### src/rtl/ddob_pkg.sv
package ddob_pkg;

    localparam int CH_W     = 5;
    localparam int CH_CMP_W = CH_W + 1;
    localparam int TIME_W   = 32;
    localparam int BANK_W   = 32;

    localparam logic [TIME_W-1:0] PULSE_RESET = 32'd1000;

    localparam logic [3:0] OP_ON        = 4'd0;
    localparam logic [3:0] OP_OFF       = 4'd1;
    localparam logic [3:0] OP_TOGGLE    = 4'd2;
    localparam logic [3:0] OP_DLY_ON    = 4'd3;
    localparam logic [3:0] OP_DLY_OFF   = 4'd4;
    localparam logic [3:0] OP_ON_OFF    = 4'd5;
    localparam logic [3:0] OP_CANCEL    = 4'd6;
    localparam logic [3:0] OP_TRIGGER   = 4'd7;
    localparam logic [3:0] OP_ALL_OFF   = 4'd8;
    localparam logic [3:0] OP_SET_ALL   = 4'd9;
    localparam logic [3:0] OP_CHECK     = 4'd10;
    localparam logic [3:0] OP_READ      = 4'd11;

    typedef enum logic [1:0] {
        MODE_NONE  = 2'd0,
        MODE_ON    = 2'd1,
        MODE_OFF   = 2'd2,
        MODE_ONOFF = 2'd3
    } t_mode;

    typedef enum logic [1:0] {
        ST_IDLE,
        ST_READ,
        ST_EXEC
    } t_state;

    typedef struct packed {
        logic [3:0]        opcode;
        logic [CH_W-1:0]   channel;
        logic [TIME_W-1:0] on_delay_ms;
        logic [TIME_W-1:0] off_delay_ms;
        logic [TIME_W-1:0] now_ms;
        logic [BANK_W-1:0] pattern;
    } t_in_req;

    typedef struct packed {
        logic [BANK_W-1:0] output_bits;
        logic [BANK_W-1:0] standard_bits;
        logic              channel_on;
        logic              channel_delayed;
    } t_out_req;

    typedef struct packed {
        logic capture;
        logic read;
        logic commit;
    } t_ctrl_cmd;

endpackage

### src/rtl/ddob_datapath.sv
module ddob_datapath #(
    parameter int CHANNELS = 8
) (
    input  logic                          i_clk,
    input  logic                          i_rst_n,
    input  ddob_pkg::t_ctrl_cmd           i_cmd,
    input  ddob_pkg::t_in_req             i_req,
    input  logic                          i_cfg_we,
    input  logic [ddob_pkg::TIME_W-1:0]   i_cfg_wdata,
    output ddob_pkg::t_out_req            o_rsp
);

    localparam int ADDR_W = (CHANNELS > 1) ? $clog2(CHANNELS) : 1;

    // Channel timer storage; its read values only matter in a delay mode, which
    // always writes the entries it uses first.
    logic [ddob_pkg::TIME_W-1:0] mem_start [CHANNELS];
    logic [ddob_pkg::TIME_W-1:0] mem_on    [CHANNELS];
    logic [ddob_pkg::TIME_W-1:0] mem_off   [CHANNELS];

    ddob_pkg::t_mode             r_mode [CHANNELS];
    ddob_pkg::t_mode             n_mode [CHANNELS];
    logic [CHANNELS-1:0]         r_shadow;
    logic [CHANNELS-1:0]         n_shadow;
    logic [ADDR_W-1:0]           r_ptr;
    logic [ADDR_W-1:0]           n_ptr;
    logic [ddob_pkg::TIME_W-1:0] r_pulse;

    logic [3:0]                  r_op;
    logic [ddob_pkg::CH_W-1:0]   r_ch;
    logic                        r_ch_ok;
    logic                        r_sel_ok;
    logic [ADDR_W-1:0]           r_sel;
    logic [ddob_pkg::TIME_W-1:0] r_ond;
    logic [ddob_pkg::TIME_W-1:0] r_offd;
    logic [ddob_pkg::TIME_W-1:0] r_now;
    logic [CHANNELS-1:0]         r_pat;

    ddob_pkg::t_mode             r_rd_mode;
    logic [ddob_pkg::TIME_W-1:0] r_rd_start;
    logic [ddob_pkg::TIME_W-1:0] r_rd_on;
    logic [ddob_pkg::TIME_W-1:0] r_rd_off;

    ddob_pkg::t_out_req          r_rsp;

    logic                        ch_ok_in;
    logic [ADDR_W-1:0]           sel_in;
    logic [ddob_pkg::TIME_W-1:0] elapsed;
    logic                        cur_bit;
    logic                        use_on;
    logic                        expired;
    logic                        we_start;
    logic                        we_on;
    logic                        we_off;
    logic [ddob_pkg::TIME_W-1:0] off_wdata;
    logic [CHANNELS-1:0]         active;

    assign ch_ok_in = {1'b0, i_req.channel} < ddob_pkg::CH_CMP_W'(CHANNELS);
    assign sel_in   = (i_req.opcode == ddob_pkg::OP_CHECK) ? r_ptr
                                                           : i_req.channel[ADDR_W-1:0];

    always_ff @(posedge i_clk) begin
        if (i_cmd.capture) begin
            r_op     <= i_req.opcode;
            r_ch     <= i_req.channel;
            r_ch_ok  <= ch_ok_in;
            r_sel_ok <= (i_req.opcode == ddob_pkg::OP_CHECK) || ch_ok_in;
            r_sel    <= sel_in;
            r_ond    <= i_req.on_delay_ms;
            r_offd   <= i_req.off_delay_ms;
            r_now    <= i_req.now_ms;
            r_pat    <= i_req.pattern[CHANNELS-1:0];
        end
    end

    always_ff @(posedge i_clk) begin
        if (i_cmd.read) begin
            r_rd_mode  <= r_mode[r_sel];
            r_rd_start <= mem_start[r_sel];
            r_rd_on    <= mem_on[r_sel];
            r_rd_off   <= mem_off[r_sel];
        end
        if (i_cmd.commit) begin
            if (we_start) begin
                mem_start[r_sel] <= r_now;
            end
            if (we_on) begin
                mem_on[r_sel] <= r_ond;
            end
            if (we_off) begin
                mem_off[r_sel] <= off_wdata;
            end
        end
    end

    assign elapsed   = r_now - r_rd_start;
    assign cur_bit   = r_shadow[r_sel];
    assign use_on    = (r_rd_mode == ddob_pkg::MODE_ON) ||
                       ((r_rd_mode == ddob_pkg::MODE_ONOFF) && !cur_bit);
    assign expired   = elapsed >= (use_on ? r_rd_on : r_rd_off);
    assign off_wdata = (r_op == ddob_pkg::OP_TRIGGER) ? r_pulse : r_offd;

    always_comb begin
        n_shadow = r_shadow;
        n_mode   = r_mode;
        n_ptr    = r_ptr;
        we_start = 1'b0;
        we_on    = 1'b0;
        we_off   = 1'b0;
        case (r_op)
            ddob_pkg::OP_ALL_OFF: begin
                n_shadow = '0;
            end
            ddob_pkg::OP_SET_ALL: begin
                n_shadow = r_pat;
            end
            ddob_pkg::OP_CHECK: begin
                n_ptr = (r_ptr == ADDR_W'(CHANNELS - 1)) ? '0 : r_ptr + 1'b1;
                case (r_rd_mode)
                    ddob_pkg::MODE_ON: begin
                        if (expired) begin
                            n_shadow[r_sel] = 1'b1;
                            n_mode[r_sel]   = ddob_pkg::MODE_NONE;
                        end
                    end
                    ddob_pkg::MODE_OFF: begin
                        if (expired) begin
                            n_shadow[r_sel] = 1'b0;
                            n_mode[r_sel]   = ddob_pkg::MODE_NONE;
                        end
                    end
                    ddob_pkg::MODE_ONOFF: begin
                        // The on phase restarts the clock for the off phase.
                        if (expired && !cur_bit) begin
                            n_shadow[r_sel] = 1'b1;
                            we_start        = 1'b1;
                        end else if (expired) begin
                            n_shadow[r_sel] = 1'b0;
                            n_mode[r_sel]   = ddob_pkg::MODE_NONE;
                        end
                    end
                    default: begin
                    end
                endcase
            end
            ddob_pkg::OP_ON: begin
                if (r_sel_ok) begin
                    n_shadow[r_sel] = 1'b1;
                end
            end
            ddob_pkg::OP_OFF: begin
                if (r_sel_ok) begin
                    n_shadow[r_sel] = 1'b0;
                end
            end
            ddob_pkg::OP_TOGGLE: begin
                if (r_sel_ok) begin
                    n_shadow[r_sel] = !cur_bit;
                end
            end
            ddob_pkg::OP_DLY_ON: begin
                if (r_sel_ok) begin
                    n_mode[r_sel] = ddob_pkg::MODE_ON;
                    we_on         = 1'b1;
                    we_start      = 1'b1;
                end
            end
            ddob_pkg::OP_DLY_OFF, ddob_pkg::OP_TRIGGER: begin
                if (r_sel_ok) begin
                    n_shadow[r_sel] = 1'b1;
                    n_mode[r_sel]   = ddob_pkg::MODE_OFF;
                    we_off          = 1'b1;
                    we_start        = 1'b1;
                end
            end
            ddob_pkg::OP_ON_OFF: begin
                if (r_sel_ok) begin
                    n_mode[r_sel] = ddob_pkg::MODE_ONOFF;
                    we_on         = 1'b1;
                    we_off        = 1'b1;
                    we_start      = 1'b1;
                end
            end
            ddob_pkg::OP_CANCEL: begin
                if (r_sel_ok) begin
                    n_mode[r_sel] = ddob_pkg::MODE_NONE;
                end
            end
            default: begin
            end
        endcase
    end

    always_comb begin
        for (int i = 0; i < CHANNELS; i++) begin
            active[i] = n_mode[i] != ddob_pkg::MODE_NONE;
        end
    end

    always_ff @(posedge i_clk) begin
        if (!i_rst_n) begin
            r_shadow <= '0;
            r_ptr    <= '0;
            for (int i = 0; i < CHANNELS; i++) begin
                r_mode[i] <= ddob_pkg::MODE_NONE;
            end
        end else if (i_cmd.commit) begin
            r_shadow <= n_shadow;
            r_ptr    <= n_ptr;
            r_mode   <= n_mode;
        end
    end

    always_ff @(posedge i_clk) begin
        if (!i_rst_n) begin
            r_pulse <= ddob_pkg::PULSE_RESET;
        end else if (i_cfg_we) begin
            r_pulse <= i_cfg_wdata;
        end
    end

    always_ff @(posedge i_clk) begin
        if (i_cmd.commit) begin
            r_rsp.output_bits     <= ddob_pkg::BANK_W'(n_shadow);
            r_rsp.standard_bits   <= ddob_pkg::BANK_W'(n_shadow & ~active);
            r_rsp.channel_on      <= r_ch_ok && n_shadow[r_ch[ADDR_W-1:0]];
            r_rsp.channel_delayed <= r_ch_ok && active[r_ch[ADDR_W-1:0]];
        end
    end

    assign o_rsp = r_rsp;

endmodule

### src/rtl/ddob_ctrl.sv
module ddob_ctrl (
    input  logic                 i_clk,
    input  logic                 i_rst_n,
    input  logic                 i_in_valid,
    input  logic                 i_out_stall,
    output logic                 o_in_stall,
    output logic                 o_out_valid,
    output ddob_pkg::t_ctrl_cmd  o_cmd
);

    ddob_pkg::t_state r_state;
    ddob_pkg::t_state n_state;
    logic             r_out_valid;
    logic             n_out_valid;
    logic             slot_free;

    // The result register may be refilled in the same cycle it is taken.
    assign slot_free = !r_out_valid || !i_out_stall;

    always_comb begin
        n_state = r_state;
        case (r_state)
            ddob_pkg::ST_IDLE: begin
                if (i_in_valid) begin
                    n_state = ddob_pkg::ST_READ;
                end
            end
            ddob_pkg::ST_READ: begin
                n_state = ddob_pkg::ST_EXEC;
            end
            ddob_pkg::ST_EXEC: begin
                if (slot_free) begin
                    n_state = ddob_pkg::ST_IDLE;
                end
            end
            default: begin
                n_state = ddob_pkg::ST_IDLE;
            end
        endcase
    end

    always_comb begin
        o_cmd      = '0;
        o_in_stall = 1'b1;
        case (r_state)
            ddob_pkg::ST_IDLE: begin
                o_in_stall    = 1'b0;
                o_cmd.capture = i_in_valid;
            end
            ddob_pkg::ST_READ: begin
                o_cmd.read = 1'b1;
            end
            ddob_pkg::ST_EXEC: begin
                o_cmd.commit = slot_free;
            end
            default: begin
            end
        endcase
    end

    assign n_out_valid = o_cmd.commit || (r_out_valid && i_out_stall);

    always_ff @(posedge i_clk) begin
        if (!i_rst_n) begin
            r_state     <= ddob_pkg::ST_IDLE;
            r_out_valid <= 1'b0;
        end else begin
            r_state     <= n_state;
            r_out_valid <= n_out_valid;
        end
    end

    assign o_out_valid = r_out_valid;

endmodule

### src/rtl/delayed_digital_output_bank.sv
// Bank of CHANNELS digital outputs with on, off and pulse delay timers. Every
// request returns one result carrying the whole output bitmap, the outputs of
// channels without a running delay, and the state of the addressed channel.
// A request passes three steps: capture at acceptance, a registered read of
// the addressed channel's timer storage, then the 32-bit elapsed-time compare
// and state update, which also loads the result register. The next request is
// accepted in the cycle after the update, so the block takes no new request
// before the last one is through its update. A result held by a downstream
// stall does not block the capture of the following request, but it delays
// that request's update step until the result is taken. Check requests walk
// the channels round-robin from channel zero after reset. The pulse length
// register resets to 1000 ms and should be written only while no request is
// in flight.
module delayed_digital_output_bank #(
    parameter int CHANNELS = 8
) (
    input  logic                         i_clk,
    input  logic                         i_rst_n,
    input  logic                         i_in_valid,
    output logic                         o_in_stall,
    input  ddob_pkg::t_in_req            i_in_req,
    output logic                         o_out_valid,
    input  logic                         i_out_stall,
    output ddob_pkg::t_out_req           o_out_rsp,
    input  logic                         i_cfg_we,
    input  logic [ddob_pkg::TIME_W-1:0]  i_cfg_wdata
);

    ddob_pkg::t_ctrl_cmd cmd;

    ddob_ctrl u_ctrl (
        .i_clk       (i_clk),
        .i_rst_n     (i_rst_n),
        .i_in_valid  (i_in_valid),
        .i_out_stall (i_out_stall),
        .o_in_stall  (o_in_stall),
        .o_out_valid (o_out_valid),
        .o_cmd       (cmd)
    );

    ddob_datapath #(
        .CHANNELS (CHANNELS)
    ) u_datapath (
        .i_clk       (i_clk),
        .i_rst_n     (i_rst_n),
        .i_cmd       (cmd),
        .i_req       (i_in_req),
        .i_cfg_we    (i_cfg_we),
        .i_cfg_wdata (i_cfg_wdata),
        .o_rsp       (o_out_rsp)
    );

endmodule

### config.mk
export PLATFORM = sky130hd
export DESIGN_NAME = delayed_digital_output_bank
export DESIGN_NICKNAME = d
export VERILOG_FILES = /design/src/rtl/ddob_pkg.sv /design/src/rtl/ddob_datapath.sv /design/src/rtl/ddob_ctrl.sv /design/src/rtl/delayed_digital_output_bank.sv
export SDC_FILE = /design/constraint.sdc
export NUM_CORES = 1
export LEC_CHECK = 0
export ABC_AREA = 1
export ABC_CLOCK_PERIOD_IN_PS = 11320
export BUFFER_PORTS_ARGS = -buffer_cell sky130_fd_sc_hd__buf_2
export CAP_MARGIN = 10
export CELL_PAD_IN_SITES_DETAIL_PLACEMENT = 0
export CELL_PAD_IN_SITES_GLOBAL_PLACEMENT = 1
export CORE_UTILIZATION = 35
export CTS_CLUSTER_DIAMETER = 50
export DETAILED_ROUTE_END_ITERATION = 6
export MAX_ROUTING_LAYER = met4
export PLACE_DENSITY = 0.69
export SKIP_CTS_REPAIR_TIMING = 1
export SLEW_MARGIN = 20
export SYNTH_ARGS = -nofsm -noshare
export SYNTH_HDL_FRONTEND = slang
export SYNTH_SLANG_ARGS = --single-unit
### constraint.sdc
create_clock -name i_clk -period 11.32 [get_ports i_clk]
set_clock_uncertainty 0.1 [all_clocks]
set_input_delay 1.698 -clock i_clk [delete_from_list [all_inputs] [get_ports i_clk]]
set_output_delay 1.698 -clock i_clk [all_outputs]
set_load 0.005 [all_outputs]
# [After elaboration in Yosys (flattened, before gate mapping)]
# Memories as Yosys holds them, arrays and structs flattened. A register that Yosys moved wholly into a read port is not among the register bits.
# Cells that the tools add are included.
[word_totals] output_inout_bits=68 reg_bits=222 ramBits=768 n_memories=3 elab_cells=161
[op_classes] n_mux=56 n_eq_ne=19 n_reduce_logical=32 n_bitwise=15 magnitude_cmp=7 addsub=2
[memory_table] memory="u_datapath.mem_off" words=8 word_bits=32 read_ports=1 rd_clocked_by_memory_dff=1 wr=1 line_no="ddob_datapath.sv:19" rtl="logic [ddob_pkg::TIME_W-1:0] mem_off [CHANNELS];"
[memory_table] memory="u_datapath.mem_on" words=8 word_bits=32 read_ports=1 rd_clocked_by_memory_dff=1 wr=1 line_no="ddob_datapath.sv:18" rtl="logic [ddob_pkg::TIME_W-1:0] mem_on [CHANNELS];"
[memory_table] memory="u_datapath.mem_start" words=8 word_bits=32 read_ports=1 rd_clocked_by_memory_dff=1 wr=1 line_no="ddob_datapath.sv:17" rtl="logic [ddob_pkg::TIME_W-1:0] mem_start [CHANNELS];"
[op_table] op="$mux 16" n=6
[op_table] op="$pmux 16 s5" n=1
[op_table] op="$mux 32" n=2
[op_table] op="$mux 8" n=6
[op_table] op="$pmux 8 s6" n=1
[op_table] op="$and 8x32->32" n=1
[op_table] op="$ge 32x32->1" n=1
[op_table] op="$not 8->32" n=1
[op_table] op="$pmux 16 s2" n=1
[op_table] op="$sub 32x32->32" n=1
[op_table] op="$and 8x8->8" n=3
[op_table] op="$not 8->8" n=3
[op_table] op="$or 8x8->8" n=3
[op_table] op="$pmux 8 s3" n=1
[op_table] op="$mux 1" n=22
[op_table] op="$and 16x16->16" n=1
[op_table] op="$eq 4x3->1 const B" n=4
[op_table] op="$eq 4x4->1 const B" n=4
[op_table] op="$not 16->16" n=1
[op_table] op="$or 16x16->16" n=1
[op_table] op="$reduce_bool 2->1" n=8
[op_table] op="$mux 2" n=5
[op_table] op="$bmux 1 s3" n=3
[op_table] op="$bwmux 8" n=1
[op_table] op="other kinds (29)" n=50

# [Logic depth before layout (Yosys ltp)]
# Gate-level depths: netlist of the first run.
[logic_depth] word_depth=15 ltp_mapped=39 depth_no_buf=39

# [Modules after synthesis]
# A second synthesis of the first run with hierarchy kept.
[hier_totals] cells_unflattened=3078 hier_area_um2=42127.9
[modules_own_cells] mod="ddob_datapath" seq_area_each_um2=31209.9 area_per_inst_um2=41985.3 cells_per_inst=3057 n_inst=1
[modules_own_cells] mod="ddob_ctrl" seq_area_each_um2=60.1 area_per_inst_um2=142.6 cells_per_inst=21 n_inst=1

# [Worst setup path after synthesis of the first run]
# Ideal clock, no wire load.
[synth_path] path_kind="input port to flip-flop" from="input i_in_valid" to="register u_datapath.r_ch[0] in the netlist's numbering (enable)" setup_slack_ns=4.092 setup_time_ns=0.592 arrival_time_ns=6.536 path_buffers=0 cell_stages=2 t_required_ns=10.628 path_cell_list="inv_1 -> nor2_1"
[synth_rtl] item="start: declaration" line_no="delayed_digital_output_bank.sv:19" rtl="input logic i_in_valid,"
[synth_rtl] item="end signal: assignment" line_no="ddob_datapath.sv:65" rtl="r_ch <= i_req.channel;"
[synth_rtl] item="end: declaration" line_no="ddob_datapath.sv:30" rtl="logic [ddob_pkg::CH_W-1:0] r_ch;"

# [Worst setup path in the final report of the first run]
[layout_path] from="register u_datapath.r_sel[2]" to="memory u_datapath.mem_start[0][23] in the netlist's numbering (enable)"
[layout_between] elab_chain_len=14
[layout_rtl] item="start: declaration" line_no="ddob_datapath.sv:33" rtl="logic [ADDR_W-1:0] r_sel;"
[layout_rtl] item="start signal: assignment" line_no="ddob_datapath.sv:68" rtl="r_sel <= sel_in;"
[layout_rtl] item="$bmux 1 s3" line_no="ddob_datapath.sv:97" rtl="assign cur_bit = r_shadow[r_sel];"
[layout_rtl] item="$mux 1 (implied by the code)" line_no="ddob_datapath.sv:97"
[layout_rtl] item="$logic_not 1->1" line_no="ddob_datapath.sv:99, ddob_datapath.sv:134"
[layout_rtl] item="$logic_and 1x1->1" line_no="ddob_datapath.sv:99" rtl="((r_rd_mode == ddob_pkg::MODE_ONOFF) && !cur_bit);"
[layout_rtl] item="$logic_or 1x1->1" line_no="ddob_datapath.sv:98" rtl="assign use_on = (r_rd_mode == ddob_pkg::MODE_ON) ||"
[layout_rtl] item="$mux 32" line_no="ddob_datapath.sv:100" rtl="assign expired = elapsed >= (use_on ? r_rd_on : r_rd_off);"
[layout_rtl] item="$ge 32x32->1" line_no="ddob_datapath.sv:100"
[layout_rtl] item="$logic_and 1x1->1" line_no="ddob_datapath.sv:134" rtl="if (expired && !cur_bit) begin"
[layout_rtl] item="$mux 1" line_no="ddob_datapath.sv:134"
[layout_rtl] item="$mux 1" line_no="ddob_datapath.sv:119" rtl="case (r_rd_mode)"
[layout_rtl] item="$pmux 1 s2" line_no="ddob_datapath.sv:110" rtl="case (r_op)"
[layout_rtl] item="$mux 1" line_no="ddob_datapath.sv:84" rtl="if (we_start) begin"
[layout_rtl] item="$mux 1" line_no="ddob_datapath.sv:83" rtl="if (i_cmd.commit) begin"
[layout_rtl] item="$mux 1 (implied by the code)" line_no="ddob_datapath.sv:85" rtl="mem_start[r_sel] <= r_now;"
[layout_rtl] item="end: declaration" line_no="ddob_datapath.sv:17"
# Parallel ways exist; a longest one is shown, timed or not. The select of a mux whose other input is x is not followed.

==> results.cfg, run 1 <==
[outcome]
outcome = completed

[clocking]
clkSlewWorstSetupHoldPaths_ns = 0.06
cts_buffers = 121
cts_tree = done
clock_sinks = 1062
cts_buffer_depth = 3
clk_latency_ns = 0.70
cts_root_buf = clkbuf_16
cts_htree_levels = 3

[worst_setup_path]
endpoint_kind = flop
crit_fanout = 41
required_ns = 11.63
cp_cell_sequence = nor2_2 -> nand2_2 -> inv_4 -> nand2_1 -> nand2_1 -> nor3_2 -> nand3_2 -> nand2_4 -> mux2i_1 -> ha_1 -> nand2_1 -> inv_1 -> nand2_1 -> nand2_1 -> nand2_1 -> nand3_1 -> a21oi_1 -> nand2_1 -> a21oi_2 -> nor2_4 -> buf_4
crit_path_start_kind = flop
r2r_setup_slack_ns = 5.01
cpPeakStageDelay_ns = 0.87
path_buf_inv = 3
cpMaxStageDelayCell = a21oi_2
critical_path_class = flop to flop
cp.arrival_ns = 6.61
crit_path_frequent_cell = nand2_1
path_delay_family = simple AND/OR/NAND/NOR gates

[layout]
drive_gt1_share_pct = 15.0
finalNetCount = 3441
area_delta_synth_final_pct = 16.3
post-route-util_pct = 41.1
antenna-diode-count = 0
finalInstanceArea_mm2 = 0.0487

[floorplanning]
rows = 126
die_w_um = 348
fp.coreArea_mm2 = 0.118
ios = 242
initial_utilization_pct = 35.4
dieArea_mm2 = 0.121
die_h_um = 348

[global_routing]
grt_pass1_wl_um = 157000
gr-usage-met3_pct = 2.79
use_met2_pct = 29.5
grtUsageMet1_pct = 23.2
antenna_found_initial = 3
first_global_vias = 24100
grtUsageTotal_pct = 18.0
busiest_layer = met2
overflow = 0
grt_max_degree = 117

[route]
antenna_left = 0
wirelength_um = 107000
drc = 0
firstDrtPassIters = 5
drt_iter0_drc = 2081
viasPerCell = 5.04
wire_per_inst_um = 21.9
num_vias = 24700

[sta]
final-setup-viol-count = 0
layout_min_cycle_time_ns = 6.31
tightest_slew_ns = 1.03
slew_violations = 0
rsz0062_at_grt = no
setup_tns_ns = 0
fin_hold_ws_ns = 0.358
fmax_mhz = 159
finalCritPeriodShare_pct = 55.7
max_slew_margin_pct = 31.1
hold_viol = 0

[power]
leakagePower_nw = 17.1
p_per_area_mw_per_mm2 = 183
ir_drop_uv = 123

[logic_synthesis]
synth-edff-count = 1000
ys_warn_count = 0
avgSynthCellArea_um2 = 14.1
synth_top_area_cell = edfxtp_1
syn-cell-area_mm2 = 0.0419
yosysTopAreaCellShare_pct = 71.7
synthTopCellsByArea = edfxtp_1, nand2_1, dfxtp_1
yosysSeqAreaShare_pct = 74.7
ys_types = 51
synth_flop_cell = edfxtp_1
synthCells = 2971
async_reset_ff_share_pct = 0
ys_ff_latch = 1062

[placed_design]
postPlaceCellArea_mm2 = 0.0447
port_buffers = 169
place_congestion = 0.859
hpwl_um = 61800

[flow_run]
drv_cap = 0

[min_path]
hold_class = flop to flop
## kinds of logic after synthesis
family | after synthesis | synth area share (%)
AND/OR/NAND/NOR | 836 | 8.36
AO/OA/AOI/OAI | 552 | 8.97
other | 1 | 0.00896
adder cells (fa/ha/maj) | 70 | 2.11
multiplexers | 64 | 1.63
buffers and inverters | 357 | 3.64
flip-flops | 1062 | 74.7
XOR/XNOR | 29 | 0.607
## final timing paths
check                                              endpoint  depth (start not counted)                  start
worst max-delay path            u_datapath.mem_start[0][23]                         21    u_datapath.r_sel[2]
worst min-delay path                  u_datapath.r_pulse[8]                          2  u_datapath.r_pulse[8]
worst max register to register  u_datapath.mem_start[0][23]                         21    u_datapath.r_sel[2]
worst min register to register        u_datapath.r_pulse[8]                          2  u_datapath.r_pulse[8]
## synth_stat cells (26+ instances only)
cell type,number
a21oi_1,121
a221oi_1,82
a22o_1,69
a22oi_1,118
buf_1,26
buf_4,48
clkbuf_1,80
dfxtp_1,62
edfxtp_1,1000
ha_1,69
inv_1,189
mux2_2,33
mux2i_1,31
nand2_1,503
nand3_1,42
nand4_1,91
nor2_1,169
o21ai_0,108
## layout make-up
type                            count  area (µm²)
Sequential cell                  1062       31300
Inverter                          199         763
Clock inverter                     84         853
Clock buffer                      139        3150
Multi-Input combinational cell   1599        9470
Fill cell                       10800       69700
Timing Repair Buffer              214        1200
Tap cell                         1600        2000
## where the power goes
| part | leakage, nW | internal (mW) | switching (mW) |
|---|---|---|---|
| logic | 5.56 | 0.193 | 0.409 |
| registers | 9.61 | 4.39 | 0.0583 |
| clock network | 1.94 | 2.26 | 1.60 |
## layout by cell type (no fill, tap or decap), types with 5 or more instances in the layout
| cell type | instances |
|---|---|
| a21oi_1 | 120 |
| a221oi_1 | 82 |
| a22o_1 | 69 |
| a22oi_1 | 118 |
| buf_2 | 169 |
| buf_4 | 44 |
| bufinv_16 | 11 |
| clkbuf_1 | 15 |
| clkbuf_16 | 123 |
| clkinv_1 | 20 |
| clkinv_2 | 21 |
| clkinv_4 | 9 |
| clkinvlp_4 | 9 |
| conb_1 | 48 |
| dfxtp_1 | 62 |
| edfxtp_1 | 1000 |
| ha_1 | 69 |
| inv_1 | 188 |
| inv_4 | 5 |
| inv_6 | 7 |
| inv_8 | 6 |
| mux2_2 | 33 |
| mux2i_1 | 31 |
| nand2_1 | 503 |
| nand3_1 | 42 |
| nand4_1 | 91 |
| nor2_1 | 141 |
| nor2_4 | 27 |
| nor3_1 | 15 |
| o211ai_1 | 8 |
| o21ai_0 | 108 |
| o21ai_1 | 8 |
| o311ai_0 | 5 |
| xnor2_1 | 11 |
| xor2_1 | 18 |
## stage by stage
stage,cells,power [mW],worst slack (ns)
6_report,4897,8.92,5.01
5_1_grt,4897,9.22,4.64
4_1_cts,4897,9.00,5.00
3_5_place_dp,4674,5.14,5.06
3_3_place_gp,4674,5.13,5.08
2_1_floorplan,3018,4.90,4.09
## worst min-delay path: cells and delay by family (launching register included)
kind / cells / cell delay [ns]
flops: 1 / 0.32
simple gates: 2 / 0.10
## sequential cells by signal, indices dropped and copies added (netlist names), 18 cells and up
signal and count:
u_datapath.r_now 32, u_datapath.r_pulse 32, u_datapath.o_rsp 18, u_datapath.r_ond 32
u_datapath.r_offd 32, u_datapath.mem_start 256, u_datapath.mem_off 256, u_datapath.mem_on 256
u_datapath.r_rd_on 32, u_datapath.r_rd_off 32, u_datapath.r_rd_start 32
## metal layers
metal	share of wire, %	wire, µm
met1	43	46400
met2	49	52400
met3	5.4	5800
met4	2.3	2470
met5	0	0
Note: power is estimated with default switching activity, not from simulation.
==> run 2, diff against run 1 <==
ABC_CLOCK_PERIOD_IN_PS = 5200   (was 11320)
PLACE_DENSITY = 0.71   (was 0.69)
clock period = 5.2 ns   (was 11.32 ns; I/O delays follow)
==> run 2 against run 1 <==
Combinational power grew 140%. Non-clock buffer count increased by 58. Critical path type unchanged. Clock-buffer cell count fell by 5. Sequential power up 120%. Critical endpoint is now u_datapath.o_rsp[0]. Clock power rose by 110%.
==> results.cfg, run 2 (synthesis gave the netlist of run 1 again) <==
[clocking]
clkSlewWorstSetupHoldPaths_ns = 0.06
cts_buffers = 117
clock_sinks = 1062
cts_tree = done
clk_latency_ns = 0.72
cts_buffer_depth = 3
cts_root_buf = clkbuf_16
cts_htree_levels = 3

[placed_design]
postPlaceCellArea_mm2 = 0.0452
dp_cells = 4723
pre_cts_ws_ns = 0.0445
port_buffers = 169
place_congestion = 0.869
hpwl_um = 62200

[power]
combPwrFrac_pct = 7.5
p_clk_share_pct = 42.2
intPower_mw = 14.7
p_per_area_mw_per_mm2 = 390
switchingPower_mw = 4.56
power_mw = 19.3
leakagePower_nw = 17.4
seqPwrFrac_pct = 50.2
ir_drop_uv = 284
p_sw_share_pct = 23.6

[route]
drt_iter0_drc = 2196
drc = 0
wirelength_um = 106000
wire_per_inst_um = 21.4
viasPerCell = 5.01
num_vias = 24800
firstDrtPassIters = 6
antenna_left = 0

[sta]
fin_hold_ws_ns = 0.129
slew_violations = 0
hold_viol = 0
fmax_mhz = 205
fin_ws_ns = 0.314
setup_tns_ns = 0
max_slew_margin_pct = 33.9
final-setup-viol-count = 0
layout_min_cycle_time_ns = 4.89
tightest_slew_ns = 0.986
finalCritPeriodShare_pct = 94.0

[floorplanning]
die_w_um = 348
fp.coreArea_mm2 = 0.118
rows = 126
die_h_um = 348
ios = 242
initial_utilization_pct = 35.4
dieArea_mm2 = 0.121

[worst_setup_path]
path_buf_inv = 3
cpMaxStageDelayCell = edfxtp_1
required_ns = 5.56
crit_fanout = 5
cp.arrival_ns = 5.25
cpPeakStageDelay_ns = 0.39
path_delay_family = simple AND/OR/NAND/NOR gates
crit_path_start_kind = flop
endpoint_kind = flop
critical_path_class = flop to flop
crit_path_frequent_cell = nand2_1

[layout]
area_delta_synth_final_pct = 17.9
post-route-util_pct = 41.7
drive_gt1_share_pct = 17.6
finalInstanceArea_mm2 = 0.0494
final_cells = 4954
layout_commonest_cell = edfxtp_1
finalNetCount = 3495
final_cell_mix = edfxtp_1, nand2_1, inv_1
reg.largest.list = u_datapath.mem_off x256, u_datapath.mem_on x256, u_datapath.mem_start x256

[global_routing]
grt_max_degree = 117
first_global_vias = 24300
grtUsageTotal_pct = 17.8
overflow = 0
antenna_found_initial = 3
grt_pass1_wl_um = 155000

[flow_run]
drv_cap = 0

[outcome]
outcome = completed

[min_path]
hold_class = input pin to flop
## run 2: cell types whose count changed in the layout (fill, tap and decap cells not counted), moves of 4 or more
cell and delta:
buf_4 +42, buf_12 +14, nand2_1 -13, nand2_2 +11, a21oi_1 -6, nand3_1 -6, nand3_2 +6, a21oi_2 +5
clkbuf_16 -5, clkinv_2 +5, clkinv_4 -4, inv_6 +4
## run 2: path summary, 6_finish.rpt
kind | from | endpoint | slack [ns] | depth (start not counted)
worst max-delay path | u_datapath.r_now[0] | u_datapath.o_rsp[0] | 0.31 | 37
worst min-delay path | i_in_req[66] | u_datapath.r_offd[2] | 0.13 | 1
worst max register to register | u_datapath.r_now[0] | u_datapath.o_rsp[0] | 0.31 | 37
worst min register to register | u_datapath.r_pulse[9] | u_datapath.r_pulse[9] | 0.35 | 2
## run 2: final cells by class
type / count / area [µm²]
clock buffer: 134 / 2990
inverter: 199 / 763
sequential: 1062 / 31300
tap: 1600 / 2000
clock inverter: 86 / 862
timing repair buffer: 272 / 1830
multi-input combinational: 1599 / 9660
antenna: 2 / 5.00
fill: 10800 / 69000
## run 2: per-layer routing
layer | track usage [%] | vias up | wire length [µm] | part of all wire [%]
met3 | 2.79 | 147 | 5950 | 5.6
met2 | 29.1 | 798 | 52000 | 49
met4 | 5.64 | 0 | 2750 | 2.6
met1 | 22.8 | 12300 | 45600 | 43
met5 | - | - | 0 | 0
li1 | - | 11600 | - | -
## run 2: power by group through the flow
stage | Combinational [mW] | Sequential, mW | Clock (mW)
floorplan | 0.854 | 9.82 | 0
CTS | 1.39 | 9.68 | 8.28
global placement | 1.37 | 9.85 | 0
detailed placement | 1.38 | 9.86 | 0
finish | 1.45 | 9.68 | 8.14
global route | 1.60 | 9.69 | 8.63
